<file path="config.mk">
export PLATFORM = sky130hd
export DESIGN_NAME = url_field_splitter
export DESIGN_NICKNAME = d
export VERILOG_FILES = /design/src/sv/urlfs_pkg.sv /design/src/sv/urlfs_step.sv /design/src/sv/url_field_splitter.sv
export SDC_FILE = /design/constraint.sdc
export NUM_CORES = 1
export LEC_CHECK = 0
export ABC_CLOCK_PERIOD_IN_PS = 4580
export BUFFER_PORTS_ARGS = -buffer_cell sky130_fd_sc_hd__clkbuf_2
export CAP_MARGIN = 5
export CORE_MARGIN = 3
export CORE_UTILIZATION = 35
export CTS_CLUSTER_DIAMETER = 40
export DETAILED_ROUTE_END_ITERATION = 10
export PLACE_DENSITY_LB_ADDON = 0.08
export SLEW_MARGIN = 20
export SYNTH_ARGS = -nofsm -noshare
export SYNTH_HDL_FRONTEND = slang
export SYNTH_SLANG_ARGS = --single-unit
</file>
<file path="constraint.sdc">
create_clock -name clock -period 4.58 [get_ports clock]
set_input_delay 0.229 -clock clock [delete_from_list [all_inputs] [get_ports clock]]
set_output_delay 0.229 -clock clock [all_outputs]
set_load 0.03 [all_outputs]
</file>
<file path="src/sv/urlfs_pkg.sv">
// Shared types, codes and scheme constants for the URL field splitter.
package urlfs_pkg;

   typedef enum logic [2:0] {
      PH_SCHEME = 3'd0,
      PH_SEP1   = 3'd1,
      PH_SEP2   = 3'd2,
      PH_HOST   = 3'd3,
      PH_PORT   = 3'd4,
      PH_PATH   = 3'd5,
      PH_ERROR  = 3'd6
   } phase_type;

   localparam logic [2:0] TAG_SCHEME = 3'd0;
   localparam logic [2:0] TAG_SEP    = 3'd1;
   localparam logic [2:0] TAG_HOST   = 3'd2;
   localparam logic [2:0] TAG_COLON  = 3'd3;
   localparam logic [2:0] TAG_DIGIT  = 3'd4;
   localparam logic [2:0] TAG_PATH   = 3'd5;
   localparam logic [2:0] TAG_ERROR  = 3'd6;

   localparam logic [2:0] ERR_NONE   = 3'd0;
   localparam logic [2:0] ERR_SEP    = 3'd1;
   localparam logic [2:0] ERR_ZERO   = 3'd2;
   localparam logic [2:0] ERR_SCHEME = 3'd3;
   localparam logic [2:0] ERR_PATH   = 3'd4;
   localparam logic [2:0] ERR_EMPTY  = 3'd5;
   localparam logic [2:0] ERR_EARLY  = 3'd6;

   localparam logic [7:0] CH_COLON = 8'h3A;
   localparam logic [7:0] CH_SLASH = 8'h2F;
   localparam logic [7:0] CH_ZERO  = 8'h30;
   localparam logic [7:0] CH_NINE  = 8'h39;

   localparam int NumSchemes = 4;

   typedef struct packed {
      logic [7:0] ch;
      logic       final_byte;
   } req_type;

   typedef struct packed {
      logic [2:0]  byte_tag;
      logic        url_done;
      logic [15:0] port_value;
      logic [2:0]  error_code;
   } rsp_type;

   typedef struct packed {
      phase_type   phase;
      logic [2:0]  scheme_len;
      logic [3:0]  match_flags;
      logic [15:0] port_acc;
      logic        digit_seen;
      logic [2:0]  err_latch;
   } parse_state_type;

   localparam parse_state_type STATE_RESET = '{
      phase:       PH_SCHEME,
      scheme_len:  3'd0,
      match_flags: 4'hF,
      port_acc:    16'd0,
      digit_seen:  1'b0,
      err_latch:   ERR_NONE
   };

   // 0 http, 1 https, 2 mysql, 3 ftp
   function automatic logic [2:0] scheme_len_of(input logic [1:0] k);
      logic [2:0] len;
      case (k)
         2'd0:    len = 3'd4;
         2'd1:    len = 3'd5;
         2'd2:    len = 3'd5;
         default: len = 3'd3;
      endcase
      return len;
   endfunction

   function automatic logic [15:0] scheme_port_of(input logic [1:0] k);
      logic [15:0] port;
      case (k)
         2'd0:    port = 16'd80;
         2'd1:    port = 16'd443;
         2'd2:    port = 16'd3306;
         default: port = 16'd21;
      endcase
      return port;
   endfunction

   // Character at position idx of scheme k; zero past its end.
   function automatic logic [7:0] scheme_char(input logic [1:0] k, input logic [2:0] idx);
      logic [7:0] c;
      c = 8'h00;
      case (k)
         2'd0: begin
            case (idx)
               3'd0:    c = 8'h68; // h
               3'd1:    c = 8'h74; // t
               3'd2:    c = 8'h74; // t
               3'd3:    c = 8'h70; // p
               default: c = 8'h00;
            endcase
         end
         2'd1: begin
            case (idx)
               3'd0:    c = 8'h68;
               3'd1:    c = 8'h74;
               3'd2:    c = 8'h74;
               3'd3:    c = 8'h70;
               3'd4:    c = 8'h73; // s
               default: c = 8'h00;
            endcase
         end
         2'd2: begin
            case (idx)
               3'd0:    c = 8'h6D; // m
               3'd1:    c = 8'h79; // y
               3'd2:    c = 8'h73; // s
               3'd3:    c = 8'h71; // q
               3'd4:    c = 8'h6C; // l
               default: c = 8'h00;
            endcase
         end
         default: begin
            case (idx)
               3'd0:    c = 8'h66; // f
               3'd1:    c = 8'h74; // t
               3'd2:    c = 8'h70; // p
               default: c = 8'h00;
            endcase
         end
      endcase
      return c;
   endfunction

endpackage

</file>
<file path="src/sv/urlfs_step.sv">
// Per-byte parse step: next parser state and the result beat for one byte.
module urlfs_step (
   input  urlfs_pkg::parse_state_type cur,
   input  urlfs_pkg::req_type         beat,
   output urlfs_pkg::parse_state_type nxt,
   output urlfs_pkg::rsp_type         rsp
);

   logic        is_digit;
   logic [15:0] acc_mul;
   logic        dflt_hit;
   logic [15:0] dflt_port;
   logic [2:0]  tag;
   logic [15:0] port;
   logic [2:0]  err;
   urlfs_pkg::parse_state_type upd;

   assign is_digit = (beat.ch >= urlfs_pkg::CH_ZERO) && (beat.ch <= urlfs_pkg::CH_NINE);
   // acc*10 + digit, wraps at 16 bits
   assign acc_mul  = {cur.port_acc[12:0], 3'b000} + {cur.port_acc[14:0], 1'b0}
                   + {12'd0, beat.ch[3:0]};

   // First known scheme whose flag survived and whose length matches
   always_comb begin
      dflt_hit  = 1'b0;
      dflt_port = 16'd0;
      for (int k = urlfs_pkg::NumSchemes - 1; k >= 0; k--) begin
         if (cur.match_flags[k] && cur.scheme_len == urlfs_pkg::scheme_len_of(2'(k))) begin
            dflt_hit  = 1'b1;
            dflt_port = urlfs_pkg::scheme_port_of(2'(k));
         end
      end
   end

   always_comb begin
      upd = cur;
      tag = urlfs_pkg::TAG_ERROR;
      unique case (cur.phase)
         urlfs_pkg::PH_SCHEME: begin
            if (beat.ch == urlfs_pkg::CH_COLON) begin
               tag       = urlfs_pkg::TAG_SEP;
               upd.phase = urlfs_pkg::PH_SEP1;
            end else begin
               tag = urlfs_pkg::TAG_SCHEME;
               for (int k = 0; k < urlfs_pkg::NumSchemes; k++) begin
                  if (cur.scheme_len >= urlfs_pkg::scheme_len_of(2'(k)) ||
                      urlfs_pkg::scheme_char(2'(k), cur.scheme_len) != beat.ch)
                     upd.match_flags[k] = 1'b0;
               end
               if (cur.scheme_len != 3'd7)
                  upd.scheme_len = cur.scheme_len + 3'd1;
            end
         end
         urlfs_pkg::PH_SEP1, urlfs_pkg::PH_SEP2: begin
            if (beat.ch == urlfs_pkg::CH_SLASH) begin
               tag       = urlfs_pkg::TAG_SEP;
               upd.phase = (cur.phase == urlfs_pkg::PH_SEP1) ? urlfs_pkg::PH_SEP2
                                                              : urlfs_pkg::PH_HOST;
            end else begin
               upd.phase     = urlfs_pkg::PH_ERROR;
               upd.err_latch = urlfs_pkg::ERR_SEP;
            end
         end
         urlfs_pkg::PH_HOST: begin
            if (beat.ch == urlfs_pkg::CH_COLON) begin
               tag       = urlfs_pkg::TAG_COLON;
               upd.phase = urlfs_pkg::PH_PORT;
            end else if (beat.ch == urlfs_pkg::CH_SLASH) begin
               if (dflt_hit) begin
                  tag          = urlfs_pkg::TAG_PATH;
                  upd.phase    = urlfs_pkg::PH_PATH;
                  upd.port_acc = dflt_port;
               end else begin
                  upd.phase     = urlfs_pkg::PH_ERROR;
                  upd.err_latch = urlfs_pkg::ERR_SCHEME;
               end
            end else begin
               tag = urlfs_pkg::TAG_HOST;
            end
         end
         urlfs_pkg::PH_PORT: begin
            if (is_digit) begin
               upd.port_acc   = acc_mul;
               upd.digit_seen = 1'b1;
               if (acc_mul == 16'd0) begin
                  upd.phase     = urlfs_pkg::PH_ERROR;
                  upd.err_latch = urlfs_pkg::ERR_ZERO;
               end else begin
                  tag = urlfs_pkg::TAG_DIGIT;
               end
            end else if (!cur.digit_seen) begin
               upd.phase     = urlfs_pkg::PH_ERROR;
               upd.err_latch = urlfs_pkg::ERR_EMPTY;
            end else if (beat.ch == urlfs_pkg::CH_SLASH) begin
               tag       = urlfs_pkg::TAG_PATH;
               upd.phase = urlfs_pkg::PH_PATH;
            end else begin
               upd.phase     = urlfs_pkg::PH_ERROR;
               upd.err_latch = urlfs_pkg::ERR_PATH;
            end
         end
         urlfs_pkg::PH_PATH: tag = urlfs_pkg::TAG_PATH;
         default:            upd.phase = urlfs_pkg::PH_ERROR;
      endcase
   end

   // End-of-URL summary; scheme flags only move in the scheme phase, so the
   // default lookup on the current state still holds here.
   always_comb begin
      port = 16'd0;
      err  = urlfs_pkg::ERR_NONE;
      if (beat.final_byte) begin
         unique case (upd.phase)
            urlfs_pkg::PH_HOST: begin
               if (dflt_hit) port = dflt_port;
               else          err  = urlfs_pkg::ERR_SCHEME;
            end
            urlfs_pkg::PH_PORT: begin
               if (upd.digit_seen) port = upd.port_acc;
               else                err  = urlfs_pkg::ERR_EMPTY;
            end
            urlfs_pkg::PH_PATH:  port = upd.port_acc;
            urlfs_pkg::PH_ERROR: err  = upd.err_latch;
            default:             err  = urlfs_pkg::ERR_EARLY;
         endcase
         if (err != urlfs_pkg::ERR_NONE)
            port = 16'd0;
      end
   end

   assign nxt = beat.final_byte ? urlfs_pkg::STATE_RESET : upd;

   assign rsp.byte_tag   = tag;
   assign rsp.url_done   = beat.final_byte;
   assign rsp.port_value = port;
   assign rsp.error_code = err;

endmodule

</file>
<file path="src/sv/url_field_splitter.sv">
// Top level of the URL field splitter: input stage, parser state, result stage.
//
//  channel | ports                         | beat
//  --------+-------------------------------+-------------------------------
//  request | req_valid req_stall req_data  | one URL byte, last-byte flag
//  result  | rsp_valid rsp_stall rsp_data  | byte tag, done, port, error
//
// One byte per cycle sustained while the result side does not stall; a byte
// reaches rsp_data through the input register, then the parse step into the result register.
// The parser state updates as each byte moves into the result register.
// Reset clears both stage valids and returns the parser to the scheme phase.
// A result stall holds the result register, then backs up into req_stall.
module url_field_splitter (
   input  logic               clock,
   input  logic               reset,
   input  logic               req_valid,
   output logic               req_stall,
   input  urlfs_pkg::req_type req_data,
   output logic               rsp_valid,
   input  logic               rsp_stall,
   output urlfs_pkg::rsp_type rsp_data
);

   logic                       in_valid_ff, in_valid_in;
   urlfs_pkg::req_type         in_beat_ff;
   logic                       out_valid_ff, out_valid_in;
   urlfs_pkg::rsp_type         out_beat_ff;
   urlfs_pkg::parse_state_type state_ff;
   urlfs_pkg::parse_state_type state_nxt;
   urlfs_pkg::rsp_type         step_rsp;
   logic                       out_free;
   logic                       advance;
   logic                       req_take;

   assign out_free  = !out_valid_ff || !rsp_stall;
   assign advance   = in_valid_ff && out_free;
   assign req_stall = in_valid_ff && !out_free;
   assign req_take  = req_valid && !req_stall;

   assign in_valid_in  = req_take || (in_valid_ff && !advance);
   assign out_valid_in = advance || (out_valid_ff && rsp_stall);

   urlfs_step u_step (
      .cur  (state_ff),
      .beat (in_beat_ff),
      .nxt  (state_nxt),
      .rsp  (step_rsp)
   );

   always_ff @(posedge clock) begin
      if (reset) begin
         in_valid_ff  <= 1'b0;
         out_valid_ff <= 1'b0;
         state_ff     <= urlfs_pkg::STATE_RESET;
      end else begin
         in_valid_ff  <= in_valid_in;
         out_valid_ff <= out_valid_in;
         if (advance)
            state_ff <= state_nxt;
      end
   end

   always_ff @(posedge clock) begin
      if (req_take)
         in_beat_ff <= req_data;
      if (advance)
         out_beat_ff <= step_rsp;
   end

   assign rsp_valid = out_valid_ff;
   assign rsp_data  = out_beat_ff;

   // The last byte of a URL leaves the parser in its reset state
   a_final_resets: assert property (@(posedge clock) disable iff (reset)
      advance && in_beat_ff.final_byte |=> state_ff == urlfs_pkg::STATE_RESET)
      else $error("parser state not cleared after final byte");

   // Error phase always carries a latched cause
   a_error_latched: assert property (@(posedge clock) disable iff (reset)
      state_ff.phase == urlfs_pkg::PH_ERROR |-> state_ff.err_latch != urlfs_pkg::ERR_NONE)
      else $error("error phase without error code");

   // A failed URL reports no port; non-final beats report nothing
   a_rsp_summary: assert property (@(posedge clock) disable iff (reset)
      rsp_valid && (!rsp_data.url_done || rsp_data.error_code != urlfs_pkg::ERR_NONE)
      |-> rsp_data.port_value == 16'd0)
      else $error("port reported alongside error or before end");

   // Input stage only pushes back when it holds a beat the result side refuses
   a_stall_cause: assert property (@(posedge clock) disable iff (reset)
      req_stall |-> in_valid_ff && out_valid_ff && rsp_stall)
      else $error("request stalled without a blocked result");

   // A beat leaving the input stage lands in the result register
   a_beat_moves: assert property (@(posedge clock) disable iff (reset)
      advance |=> out_valid_ff && out_beat_ff.url_done == $past(in_beat_ff.final_byte))
      else $error("beat lost between stages");

endmodule

</file>
==> results of run 1 <==
worst paths after layout:
kind                             startpoint                         to  slack, ns  cells past startpoint
hold reg to reg   state_ff[23]$_SDFFE_PP1P_  state_ff[23]$_SDFFE_PP1P_       0.49                      2
hold / removal                  req_data[8]    in_beat_ff[8]$_DFFE_PP_       0.06                      1
setup / recovery    in_beat_ff[4]$_DFFE_PP_  rsp_data[9]$_SDFFCE_PP0P_       0.39                     13
setup reg to reg    in_beat_ff[4]$_DFFE_PP_  rsp_data[9]$_SDFFCE_PP0P_       0.39                     13
registers in the layout, indices dropped and copies added, names as in the netlist:
signal       count
rsp_data        23
rsp_valid        1
in_valid_ff      1
state_ff        30
in_beat_ff       9
kinds of logic after synthesis:
family	count (synthesis)	synth area share, %
multiplexers	2	0.3936
adder cells (fa/ha/maj)	34	8.659
AND/OR/NAND/NOR	251	26.08
XOR/XNOR	15	2.583
AO/OA/AOI/OAI	195	25.93
flip-flops	64	31.49
buffers and inverters	59	4.871
layout by cell type, fill, tap and decap left out, types with 4 or more instances in the layout:
| cell type | instances |
|---|---|
| and3_1 | 10 |
| a22oi_1 | 4 |
| dfxtp_1 | 32 |
| and2_1 | 7 |
| nor4_1 | 9 |
| nand2b_1 | 6 |
| a32o_1 | 6 |
| o31ai_1 | 6 |
| a21oi_1 | 52 |
| nor2_1 | 70 |
| o21bai_1 | 5 |
| buf_4 | 10 |
| or3_1 | 6 |
| inv_1 | 22 |
| nand3_1 | 20 |
| xor2_1 | 4 |
| edfxtp_1 | 32 |
| o22ai_1 | 8 |
| nor3_1 | 19 |
| a21o_1 | 5 |
| clkbuf_16 | 9 |
| o21ai_0 | 32 |
| ha_1 | 32 |
| a211oi_1 | 9 |
| nor3b_1 | 6 |
| o21a_1 | 7 |
| nor2b_1 | 7 |
| o21ai_1 | 4 |
| a31oi_1 | 12 |
| clkbuf_2 | 37 |
| nand2_1 | 58 |
| xnor2_1 | 11 |
| o211ai_1 | 7 |
critical path: stages, from the launching register on:
cell and delay (ns):
edfxtp_1 0.52, inv_1 0.11, fa_1 0.60, inv_1 0.06
ha_1 0.32, a211oi_1 0.40, nor4_1 0.12, o311ai_1 0.29
a21o_1 0.21, o311ai_0 0.22, nor4b_2 0.54, o21ai_4 0.16
nand4_4 0.23, o22ai_1 0.14
through the flow:
stage | hold WS, ns | instance area [um2]
5_1_grt | 0.05634 | 5762
3_3_place_gp | 0.4060 | 5406
3_5_place_dp | 0.4079 | 5406
2_1_floorplan | 0.3279 | 5086
4_1_cts | 0.05498 | 5762
6_report | 0.06032 | 5762
synthesized netlist by cell type (7+ instances only):
cell	count	area [um2]
clkbuf_1	28	105.1
o22ai_1	8	50.05
nand3_1	20	100.1
nor3_1	19	95.09
xnor2_1	11	96.34
a211oi_1	9	67.56
nor2b_1	7	43.79
a21oi_1	52	260.3
nand2_1	58	217.7
a31oi_1	12	75.07
o211ai_1	7	52.55
nor4_1	9	56.30
dfxtp_1	32	640.6
edfxtp_1	32	960.9
o21ai_0	32	160.2
o21a_1	7	52.55
inv_1	22	82.58
and2_1	7	43.79
and3_1	10	62.56
nor2_1	70	262.8
ha_1	32	400.4
layer usage:
metal  global-route usage [%]  up-vias  routed length [um]
met5                        0        -                   0
met4                    5.741        0                 269
met3                    3.158       19                 899
met2                    30.07      165                6994
met1                    29.19     2300                7596
li1                         -     2361                   -
area by class of cell:
| class | instances | area, um2 |
|---|---|---|
| Clock buffer | 11 | 252.7 |
| Clock inverter | 5 | 102.6 |
| Fill cell | 1444 | 8280 |
| Inverter | 22 | 82.58 |
| Multi-Input combinational cell | 497 | 3237 |
| Sequential cell | 64 | 1602 |
| Tap cell | 180 | 225.2 |
| Timing Repair Buffer | 47 | 260.3 |
report_power, final:
group	switching, uW	internal [uW]
clock	268	560
sequential	18.6	621
combinational	104	50.4
total	391	1230
==> metrics.txt, run 1 <==
die area between 15,000 and 20,000 um2; # setup viols final 0; vias per cell between 5 and 6; I/O pin cnt 38; total power around 1600 uW; Hold Buf Count CTS 0; DR iter-0 viols between 400 and 500; fin. max-slew vios 0; Residual DRC 0; Post-synth EDFFs 32; Via Count 4,845; Detail Placement HPWL between 10,000 and 15,000 um; drt wl/cell between 15 and 20 um; WP data arrival 4.27 ns; vias in the first global route approximately 4,600; all-layer global routing usage roughly a fifth; final net count about 690; final cell count without fillers just over 800; TritonCTS clock tree built; Max FO, Critical Path 16; Startpoint Class register; gate count after technology mapping 620; syn nets ~670; crit path time final 4.194 ns; post-CTS resize count 0; Slew @ Worst Pin about 0.91 ns; Synth async-reset ratio 0%; WP data required around 4.7 ns; root buf cell clkbuf_16; distinct cell type count after synthesis 86; maximum vdd drop ~0.15 mV; diode count 0; max-cap viol count 0; Routed WL approximately 16,000 um; # rows 43; CTS buffer count 9; Hold Path Class primary input to register; CTS sink count 64; area grow syn2layout 13.28%; DP Worst Slack between 0.4 and 0.5 ns; flops & latches, synth 64; largest net degree at the start of global routing 29; setup ws final 0.3861 ns; Clock Tree Buf Depth 2; GPL Wtd Cong roughly 0.9; total gr overflow 0; RSZ-0062 raised after global routing false; layout cells sized above 1 around 14%; Worst-Skew Late Latency roughly 0.34 ns; First-pass DRT Iterations 8; Final Hold Viols 0; Critical Path End Type register; initial core utilization between 30% and 40%; chip width 126.5 um; first-pass GRT wire length 25,460 um; post-route setup TNS 0 ns; highest clock rate 238.4 MHz; initial antenna violation count 0; Ys Warns 0; Crit Path Category register to register; final core occ between 40% and 50%; Slew Limit Headroom 39.51%; DRT antenna net count 0; PD cells between 200 and 300 nW/um2; clock skew approximately 0.0045 ns; P_leak around 0.0021 uW; status finished clean; part of the cycle the worst path needs between 90% and 100%; placed cell count 810; clock slew at reported path FFs around 0.06 ns; Core Area between 10,000 and 15,000 um2; postcts setup bufs 0; height of the die 126.5 um; post-synthesis sequential area ratio between 30% and 40%; mean post-synth cell area about 8.2 um2; input/output buffers 37; Post-synth top flop edfxtp_1; htree depth 3; Synth Cell Area between 5000 and 6000 um2
(Power assumes the default switching activity.)
==> inputs of run 2 (changes only) <==
- CORE_UTILIZATION: 35 -> 40
==> metrics.txt, run 2 (same netlist as run 1, synthesis figures left out) <==
Via Count just under 5,000; met2 usage 32.61%; DR iter-0 viols 429; drt wl/cell approximately 18 um; largest net degree at the start of global routing slightly above 40; area grow syn2layout 11.83%; chip width 118.8 um; maximum vdd drop around 0.20 mV; final net count 688; Clock Tree Buf Depth 2; crit path cell chain inv_1 -> fa_1 -> inv_1 -> ha_1 -> a21oi_1 -> or3b_1 -> a31oi_1 -> a21o_1 -> o311ai_0 -> nor4b_2 -> o21ai_4 -> nand4_4 -> o22ai_1; Worst-Skew Late Latency ~0.34 ns; register area 1602 um2; worst stage delay on the critical path ~0.56 ns; Fill cells about 1,200; highest clock rate 256.6 MHz; root buf cell clkbuf_16; Core Area around 12,000 um2; GR peak layer met2; post-route cell area 5688 um2; Max FO, Critical Path 16; WP data required around 4.7 ns; all-layer global routing usage between 20% and 30%; max reg flops 30; RSZ-0062 raised after global routing false; Critical Path Slowest Stage Cell fa_1; Final Hold Viols 0; layout cells sized above 1 14.09%; I/O pin cnt 38; input/output buffers 37; First-pass DRT Iterations 5; diode count 0; Slew Limit Headroom 34.65%; first-pass GRT wire length between 20,000 and 25,000 um; TritonCTS clock tree built; vias in the first global route ~4,500; DRT antenna net count 0; total power 1489 uW; die area ~14,000 um2; Critical Path End Type register; met3 Usage GRT ~4.1%; Startpoint Class register; part of the cycle the worst path needs a little under nine tenths; fin. max-slew vios 0; WP data arrival ~4 ns; Residual DRC 0; GPL Wtd Cong between 0.9 and 1; CTS sink count 64; height of the die about 120 um; post-CTS resize count 0; initial antenna violation count 0; Hold Buf Count CTS 0; total gr overflow 0; post-route setup TNS 0 ns; most frequent cells in the layout nor2_1, nand2_1, a21oi_1, clkbuf_2; PD cells approximately 260 nW/um2; largest reg by FF count state_ff; final cell count without fillers approximately 810; met1 Use GR 30.73%; worst reg2reg setup slack between 0.6 and 0.7 ns; area of the multi-input gates 3237 um2; P_leak between 0.002 and 0.0025 uW; Area after DPL roughly 5400 um2; placed cell count around 800; max-cap viol count 0; CTS buffer count 9; postcts setup bufs 0; final core occ a little under half; clock skew 0.009461 ns; Slew @ Worst Pin between 0.9 and 1 ns; crit path time final between 3 and 4 ns; most common cell after layout, fill and taps aside nor2_1; Crit Path Category register to register; initial core utilization between 40% and 50%; most frequent CP cell inv_1; Hold Path Class primary input to register; # rows 40; vias per cell 5.963; Detail Placement HPWL between 10,000 and 15,000 um; # setup viols final 0; clock slew at reported path FFs 0.06 ns; Routed WL between 10,000 and 15,000 um; status finished clean; htree depth 3
-- run 2: changes by cell type in the layout (fill, tap and decap cells not counted), sizes merged --
cell	before	now
bufinv	3	1
clkinv	1	3
inv	22	23
clkinvlp	1	2
clkbuf	48	46
-- run 2: power breakdown --
group	leakage (uW)	internal, uW	total (uW)	switching (uW)
clock network	0.000139	421	695	274
logic	0.00138	50.4	155	105
registers	0.000561	621	639	18.3
total	0.00208	1090	1490	397
-- run 2: critical path, delay by kind of cell, from the launching register on --
| family | cells | cell delay (ns) |
|---|---|---|
| compound gates | 6 | 1.07 |
| fa+ha+maj | 2 | 0.85 |
| buf+inv | 2 | 0.13 |
| flops | 1 | 0.37 |
| simple gates | 3 | 1.22 |
-- run 2: per-stage QoR --
step           hold WS, ns  worst slack (ns)
5_1_grt            0.05867            0.4139
2_1_floorplan       0.3279            0.6627
6_report           0.06361            0.6827
3_3_place_gp        0.4055            0.7490
4_1_cts            0.04919            0.6906
3_5_place_dp        0.4086            0.7066
-- run 2: layer usage --
| layer | wire length [um] | part of all wire [%] |
|---|---|---|
| met2 | 6536 | 44 |
| met5 | 0 | 0 |
| met4 | 368 | 2.5 |
| met1 | 7004 | 47 |
| met3 | 1066 | 7.1 |
-- run 2: cell type report --
cell class / count / share of cell area, %
Clock buffer: 9 / 3.960
Clock inverter: 7 / 1.254
Inverter: 22 / 1.452
Multi-Input combinational cell: 497 / 56.91
Sequential cell: 64 / 28.16
Tap cell: 168 / 3.696
Timing Repair Buffer: 47 / 4.575
-- run 2: final timing paths --
kind | cells after the start | start | end
setup / recovery | 13 | state_ff[4]$_SDFFE_PP0P_ | rsp_data[9]$_SDFFCE_PP0P_
hold / removal | 1 | req_data[2] | in_beat_ff[2]$_DFFE_PP_
setup reg to reg | 13 | state_ff[4]$_SDFFE_PP0P_ | rsp_data[9]$_SDFFCE_PP0P_
hold reg to reg | 2 | state_ff[23]$_SDFFE_PP1P_ | state_ff[23]$_SDFFE_PP1P_
==> inputs of run 3 (changes only) <==
- BUFFER_PORTS_ARGS: -buffer_cell sky130_fd_sc_hd__clkbuf_2 -> -buffer_cell sky130_fd_sc_hd__buf_2
- PLACE_DENSITY_LB_ADDON: 0.08 -> unset
==> metrics.txt, run 3 (same netlist as run 1, synthesis figures left out) <==
status finished clean; Hold Path Class primary input to register; Slew Limit Headroom 43.00%; Hold Slack approximately 0.064 ns; # setup viols final 0; Final Hold Viols 0; Max FO, Critical Path 16; CTS sink count 64; first-pass GRT wire length roughly 24,000 um; post-route setup TNS 0 ns; Via Count just under 5,000; Critical Path End Type register; Residual DRC 0; WP data required between 4 and 5 ns; placed cell count between 700 and 800; Core Area ~12,000 um2; largest reg by FF count state_ff; fin. max-slew vios 0; vias per cell around 6.0; worst reg2reg setup slack roughly 0.32 ns; layout cells sized above 1 around 14%; postcts setup bufs 0; DRT antenna net count 0; area of the multi-input gates about 3200 um2; largest net degree at the start of global routing 33; Comb power frac between 10% and 20%; CP top delay family simple AND/OR/NAND/NOR gates; TritonCTS clock tree built; Startpoint Class register; vias in the first global route 4,615; crit path cell chain inv_1 -> fa_1 -> inv_1 -> ha_1 -> a21oi_1 -> or3b_1 -> a21oi_1 -> nor4_1 -> o311ai_0 -> nor4b_2 -> o21ai_4 -> nand4_4 -> o21ai_1; most frequent cells in the layout nor2_1, nand2_1, a21oi_1, buf_2; post-route cell area around 5700 um2; Area after DPL 5391 um2; htree depth 3; max-cap viol count 0; Switch Pwr between 300 and 400 uW; all-layer global routing usage between 20% and 30%; buffers plus inverters on the worst setup path 2; Worst-Skew Late Latency approximately 0.34 ns; Routed WL 14,710 um; Hold Buf Count CTS 0; post-CTS resize count 0; Int Power roughly 1100 uW; CTS buffer count 9; DR iter-0 viols 523; register area roughly 1600 um2; PD cells approximately 260 nW/um2; final cell count without fillers 814; Crit Path Category register to register; max reg flops 30; highest clock rate between 200 and 250 MHz; worst stage delay on the critical path roughly 0.62 ns; GPL Wtd Cong 0.9170; drt wl/cell roughly 18 um; area grow syn2layout 11.83%; Slew @ Worst Pin approximately 0.85 ns; First-pass DRT Iterations 5; chip width between 100 and 150 um; part of the cycle the worst path needs slightly above 90%; die area roughly 14,000 um2; diode count 0; # rows 40; root buf cell clkbuf_16; Sequential Power Share between 40% and 50%; I/O pin cnt 38; Critical Path Slowest Stage Cell fa_1; maximum vdd drop about 0.17 mV; Detail Placement HPWL approximately 11,000 um; initial antenna violation count 0; WP data arrival between 4 and 5 ns; P_leak 0.002075 uW; Switching Share between 20% and 30%; Clock Tree Buf Depth 2; initial core utilization 41.65%; height of the die 118.8 um; crit path time final roughly 4.3 ns; final net count 688; clock slew at reported path FFs about 0.060 ns; RSZ-0062 raised after global routing false; Clock power frac ~46%; total gr overflow 0; Fill cells 1,247; clock skew between 0.005 and 0.006 ns; input/output buffers 37; most common cell after layout, fill and taps aside nor2_1
==> run 3: changes by cell type in the layout (fill, tap and decap cells not counted), sizes merged <==
| cell | change |
|---|---|
| buf | +37 |
| clkbuf | -37 |
==> run 3: final cells by class <==
cell class | instances | area share, %
multi-input cells | 497 | 56.91
clock buffers | 9 | 3.960
inverters | 22 | 1.452
clock inverters | 7 | 1.254
flip-flops and latches | 64 | 28.16
well taps | 168 | 3.696
repair buffers | 47 | 4.575
==> run 3: path summary, 6_finish.rpt <==
kind	endpoint	from	cells past startpoint
setup / recovery	rsp_data[8]$_SDFFCE_PP0P_	in_beat_ff[4]$_DFFE_PP_	13
hold / removal	in_beat_ff[5]$_DFFE_PP_	req_data[5]	1
setup reg to reg	rsp_data[8]$_SDFFCE_PP0P_	in_beat_ff[4]$_DFFE_PP_	13
hold reg to reg	state_ff[23]$_SDFFE_PP1P_	state_ff[23]$_SDFFE_PP1P_	2
==> run 3: routing by layer <==
metal / vias to the layer above / GRT usage, % / routed length (um)
met2: 192 / 31.94 / 6623
li1: 2349 / - / -
met3: 31 / 4.450 / 945
met4: 0 / 7.748 / 370
met1: 2337 / 29.42 / 6774
met5: - / 0 / 0
==> run 3: stage by stage <==
step / power [uW] / util (%) / setup slack (ns)
2_1_floorplan: 756.4 / - / 0.6627
3_3_place_gp: 799.9 / 44.15 / 0.4972
3_5_place_dp: 802.8 / 44.15 / 0.4035
4_1_cts: 1489 / 46.58 / 0.3515
5_1_grt: 1530 / 46.58 / 0.1142
6_report: 1476 / 46.58 / 0.3168
==> run 3: power groups by stage <==
stage                     Sequential, uW  Combinational, uW  Clock (uW)
after floorplan                      663               93.7           0
after global placement               649                151           0
after detailed placement             649                154           0
after CTS                            637                154         698
after global routing                 640                169         720
final                                637                155         684
